--- src/rtl/core/y86ie_pkg.sv ---
`default_nettype none
package y86ie_pkg;

  localparam int MEM_BYTES_DEF = 4096;
  localparam int PC_W          = 13;
  // wide enough for any address compare against the largest memory
  localparam int CMP_W         = 18;

  // machine status codes
  localparam logic [1:0] ST_AOK = 2'd0;
  localparam logic [1:0] ST_HLT = 2'd1;
  localparam logic [1:0] ST_ADR = 2'd2;
  localparam logic [1:0] ST_INS = 2'd3;

  // instruction codes
  localparam logic [3:0] IC_HALT  = 4'h0;
  localparam logic [3:0] IC_NOP   = 4'h1;
  localparam logic [3:0] IC_RRMOV = 4'h2;
  localparam logic [3:0] IC_IRMOV = 4'h3;
  localparam logic [3:0] IC_RMMOV = 4'h4;
  localparam logic [3:0] IC_MRMOV = 4'h5;
  localparam logic [3:0] IC_OPQ   = 4'h6;
  localparam logic [3:0] IC_JXX   = 4'h7;
  localparam logic [3:0] IC_CALL  = 4'h8;
  localparam logic [3:0] IC_RET   = 4'h9;
  localparam logic [3:0] IC_PUSH  = 4'hA;
  localparam logic [3:0] IC_POP   = 4'hB;

  localparam logic [3:0] REG_NONE = 4'hF;
  localparam logic [3:0] REG_RSP  = 4'h4;

  typedef enum logic [1:0] {ALU_ADD, ALU_SUB, ALU_AND, ALU_XOR} alu_op_t;

  typedef struct packed {
    logic zf;
    logic sf;
    logic of;
  } alu_flags_t;

  typedef enum logic [3:0] {
    S_CLEAR, S_IDLE, S_F0, S_FB, S_CHECK, S_RA, S_RB,
    S_ALU, S_MWR, S_MRD, S_INC, S_WB, S_DONE
  } seq_state_t;

  // Encoded length of an instruction from its opcode.
  function automatic logic [3:0] instr_len(input logic [3:0] ic);
    case (ic)
      IC_RRMOV, IC_OPQ, IC_PUSH, IC_POP: instr_len = 4'd2;
      IC_JXX, IC_CALL:                   instr_len = 4'd9;
      IC_IRMOV, IC_RMMOV, IC_MRMOV:      instr_len = 4'd10;
      default:                           instr_len = 4'd1;
    endcase
  endfunction

  // Branch and move condition from the function code.
  function automatic logic cond_holds(input logic [3:0] fn, input logic zf,
                                      input logic sf, input logic of);
    logic lt;
    lt = sf ^ of;
    case (fn)
      4'd0:    cond_holds = 1'b1;
      4'd1:    cond_holds = lt | zf;
      4'd2:    cond_holds = lt;
      4'd3:    cond_holds = zf;
      4'd4:    cond_holds = !zf;
      4'd5:    cond_holds = !lt;
      4'd6:    cond_holds = !lt && !zf;
      default: cond_holds = 1'b0;
    endcase
  endfunction

endpackage
`default_nettype wire

--- src/rtl/core/y86ie_alu.sv ---
`default_nettype none
module y86ie_alu import y86ie_pkg::*; (
  input  wire logic [63:0] a,
  input  wire logic [63:0] b,
  input  wire alu_op_t     op,
  output logic      [63:0] r,
  output alu_flags_t       flags
);

  // compute b op a
  always_comb begin
    case (op)
      ALU_ADD: r = b + a;
      ALU_SUB: r = b - a;
      ALU_AND: r = b & a;
      ALU_XOR: r = b ^ a;
      default: r = b + a;
    endcase
  end

  // derive condition flags from the result
  always_comb begin
    flags.zf = (r == 64'd0);
    flags.sf = r[63];
    case (op)
      ALU_ADD: flags.of = (a[63] ^ r[63]) & (b[63] ^ r[63]);
      ALU_SUB: flags.of = (b[63] ^ a[63]) & (b[63] ^ r[63]);
      default: flags.of = 1'b0;
    endcase
  end

endmodule
`default_nettype wire

--- config.mk ---
export PLATFORM = sky130hd
export DESIGN_NAME = y86ie_alu
export DESIGN_NICKNAME = d
export VERILOG_FILES = /design/src/rtl/core/y86ie_pkg.sv /design/src/rtl/core/y86ie_alu.sv
export SDC_FILE = /design/constraint.sdc
export NUM_CORES = 1
export LEC_CHECK = 0
export ABC_AREA = 1
export BUFFER_PORTS_ARGS = -buffer_cell sky130_fd_sc_hd__buf_2
export CAP_MARGIN = 15
export CORE_UTILIZATION = 59
export DETAILED_ROUTE_END_ITERATION = 16
export PLACE_DENSITY_LB_ADDON = 0.05
export SETUP_SLACK_MARGIN = 0.15
export SYNTH_ARGS = -nofsm -noshare
export SYNTH_HDL_FRONTEND = slang
export SYNTH_SLANG_ARGS = --single-unit
--- constraint.sdc ---
create_clock -name vclk -period 4.45
set_clock_uncertainty 0.1 [all_clocks]
set_input_delay 0.2225 -clock vclk [all_inputs]
set_output_delay 0.2225 -clock vclk [all_outputs]
set_load 0.02 [all_outputs]
==> summary.md <==
| Metric | Value |
|---|---|
| Run status | `complete, but fails checks` |
| Failing checks | `setup timing` |
| Worst setup margin | `-158 ps` |
| Max incr delay on CP | `330 ps` |
| Final Hold Fails | `0` |
| Gate Count Post-Synth | `roughly 2000` |
| Final wirelength | `45.1 mm` |
| Pin count of the biggest net entering global routing | `between 70 and 80` |
| CP max FO | `4` |
| Synth warn | `0` |
| # rows | `between 40 and 50` |
| GR Util All Layers | `around half` |
| Fin. max-slew vios | `0` |
| Crit path DAT | `between 4000 and 5000 ps` |
| Routability cong. | `1.13` |
| Hold Path Class | `in -> out` |
| Critical Path Start Type | `input port` |
| Die W | `approximately 130 um` |
| FF+latch count | `0` |
| Worst Hold Endpoint | `flags[0]` |
| WS Path Type | `in -> out` |
| VDD IR max | `~0.00018 V` |
| Part of the cycle the worst path needs | `104%` |
| Die area | `0.0174 mm2` |
| Post-synthesis sequential area ratio | `0%` |
| Hpwl dp | `36.3 mm` |
| Worst-margin pin slew | `slightly above 900 ps` |
| IO Pins | `197` |
| Reg area | `0 um2` |
| Starting density of the core | `60.3%` |
| Total gr overflow | `0` |
| Area post-placement | `~0.012 mm2` |
| Fin cells | `2549` |
| RSZ-0062 raised after global routing | `yes` |
| Final setup violation count | `2` |
| Initial antenna violation count | `0` |
| Total of max-cap violations | `0` |
| Share of cells above drive strength 1 | `24.9%` |
| Port-buffer cells | `~200` |
| Die Ht | `~130 um` |
| Min cycle time layout | `about 4600 ps` |
| Leakage power total | `7.44 nW` |
| Min-delay src | `b[63]` |
| Crit. End Element | `output port` |
| Global-route wire length before repair | `between 60 and 70 mm` |
| Layout clock buffers | `0` |
| Final Net Count | `2590` |
| Hold depth | `5` |
| Syn Area/Cell | `4.97 um2` |
| Crit path max-delay family | `simple AND/OR/NAND/NOR gates` |
| Synthesized Nets | `about 2300` |
| Achievable Freq | `217 MHz` |
| Residual DRC | `0` |
| Slew HR | `approximately two fifths` |
| Drt initial violations | `between 1500 and 2000` |
| Worst setup startpoint | `a[2]` |
| Pwr/cell area | `around 170 mW/mm2` |
| WL/cell | `~18 um` |
| CP Buf/Inv Count | `7` |
| # hold bufs at CTS | `0` |
| Final instance area | `around 0.013 mm2` |
| First-pass DRT Iterations | `5` |
| Slowest CP cell | `ha_1` |
| P&R area growth vs syn | `31.8%` |
| Placed insts | `around 2500` |
| Fin Hold WS | `803 ps` |
| Required time worst endpoint | `approximately 4100 ps` |
| Cell Area, Synth | `approximately 0.010 mm2` |
| CORE AREA | `around 0.017 mm2` |
| Vias in the first global route | `13098` |
| Routed vias | `about 15000` |
| Number of routed nets with antenna violations | `0` |
| Vias per cell | `slightly below 6` |
| Synth unique cells | `39` |
| Diode count | `0` |
[routing by layer]
| layer | part of all wire (%) | vias up | track usage (%) |
|---|---|---|---|
| met5 | 0 | - | 0 |
| met4 | 5.2 | 0 | 18.5 |
| met3 | 16 | 198 | 14.2 |
| met2 | 41 | 1103 | 71.8 |
| met1 | 38 | 6557 | 65.4 |
| li1 | - | 6918 | - |
[cell usage after synthesis, types with 2 or more instances]
| cell | count | area share (%) |
|---|---|---|
| o21ai_1 | 2 | 0.10 |
| nand2_2 | 14 | 0.88 |
| a21o_1 | 3 | 0.23 |
| nor3_2 | 2 | 0.20 |
| ha_1 | 128 | 16 |
| nand3b_1 | 28 | 2.1 |
| a21oi_1 | 76 | 3.8 |
| buf_2 | 6 | 0.30 |
| nor2_4 | 8 | 0.90 |
| inv_2 | 5 | 0.19 |
| nand3_1 | 193 | 9.7 |
| a21boi_0 | 2 | 0.15 |
| xor2_1 | 40 | 3.5 |
| nor3_1 | 12 | 0.60 |
| o21ai_0 | 36 | 1.8 |
| o21bai_1 | 16 | 1.2 |
| o21a_1 | 2 | 0.15 |
| nor4_1 | 17 | 1.1 |
| inv_1 | 362 | 14 |
| o21ai_2 | 6 | 0.53 |
| xnor2_1 | 23 | 2.0 |
| a31oi_1 | 5 | 0.31 |
| buf_1 | 7 | 0.26 |
| nor2_2 | 14 | 0.88 |
| or2_2 | 3 | 0.19 |
| nand3_2 | 8 | 0.80 |
| buf_4 | 2 | 0.15 |
| nand4_1 | 22 | 1.4 |
| clkbuf_1 | 19 | 0.72 |
| nand2_1 | 696 | 26 |
| nor2_1 | 242 | 9.1 |
[power breakdown]
group | internal (mW) | switching (mW) | leakage [nW]
Clock | 0 | 0 | 0
Sequential | 0 | 0 | 0
Combinational | 0.795 | 1.43 | 7.44
Total | 0.795 | 1.43 | 7.44
[layout by cell type (no fill, tap or decap), types with 12 or more instances in the layout]
master | Yosys | routed
a21oi_1 | 76 | 48
a21oi_2 | 1 | 28
buf_2 | 6 | 188
buf_4 | 2 | 158
ha_1 | 128 | 109
ha_4 | 0 | 12
inv_1 | 362 | 355
nand2_1 | 696 | 674
nand2_2 | 14 | 34
nand3_1 | 193 | 182
nand3_2 | 8 | 18
nand3b_1 | 28 | 28
nand4_1 | 22 | 22
nor2_1 | 242 | 196
nor2_2 | 14 | 49
nor2_4 | 8 | 19
nor4_1 | 17 | 13
o21ai_0 | 36 | 27
xnor2_1 | 23 | 22
xor2_1 | 40 | 35
[metrics by stage]
| stage | setup WS, ps | util, % | TNS [ps] | total power [mW] |
|---|---|---|---|---|
| CTS | 63.5 | 75.6 | 0 | 2.01 |
| detailed placement | -389 | 73.3 | -393 | 1.93 |
| finish | -158 | 79.5 | -161 | 2.23 |
| global placement | -331 | 73.3 | -331 | 1.91 |
| global route | -360 | 79.5 | -692 | 2.38 |
| floorplan | 504 | - | 0 | 1.18 |
[tightest hold or removal path, stage by stage]
cell and delay [ps]:
buf_2 120, nor2_1 60, nand2_2 70, a21oi_2 50
buf_4 150
[area by class of cell]
cell class	instances	area, um2
Multi-Input combinational cell	1606	9220
Fill cell	1369	3390
Timing Repair Buffer	356	2260
Inverter	367	1380
Tap cell	220	275
[repair_timing]
action	4_1_cts	5_1_grt
buffers inserted	10	14
pin swaps	35	42
endpoints found under the setup margin	6	25
resized for setup	83	137
[logic make-up after synthesis]
family,share of synthesized area [%]
adder cells (fa/ha/maj),16.3
AO/OA/AOI/OAI,8.82
XOR/XNOR,5.53
AND/OR/NAND/NOR,54.1
buffers and inverters,15.2
[worst max path at each step]
| stage | to | depth (start not counted) |
|---|---|---|
| floorplan | flags[2] | 33 |
| global placement | flags[2] | 29 |
| detailed placement | flags[2] | 29 |
| CTS | flags[2] | 29 |
| global route | flags[2] | 36 |
| finish | flags[2] | 27 |
Note: power is estimated with default switching activity, not from simulation.
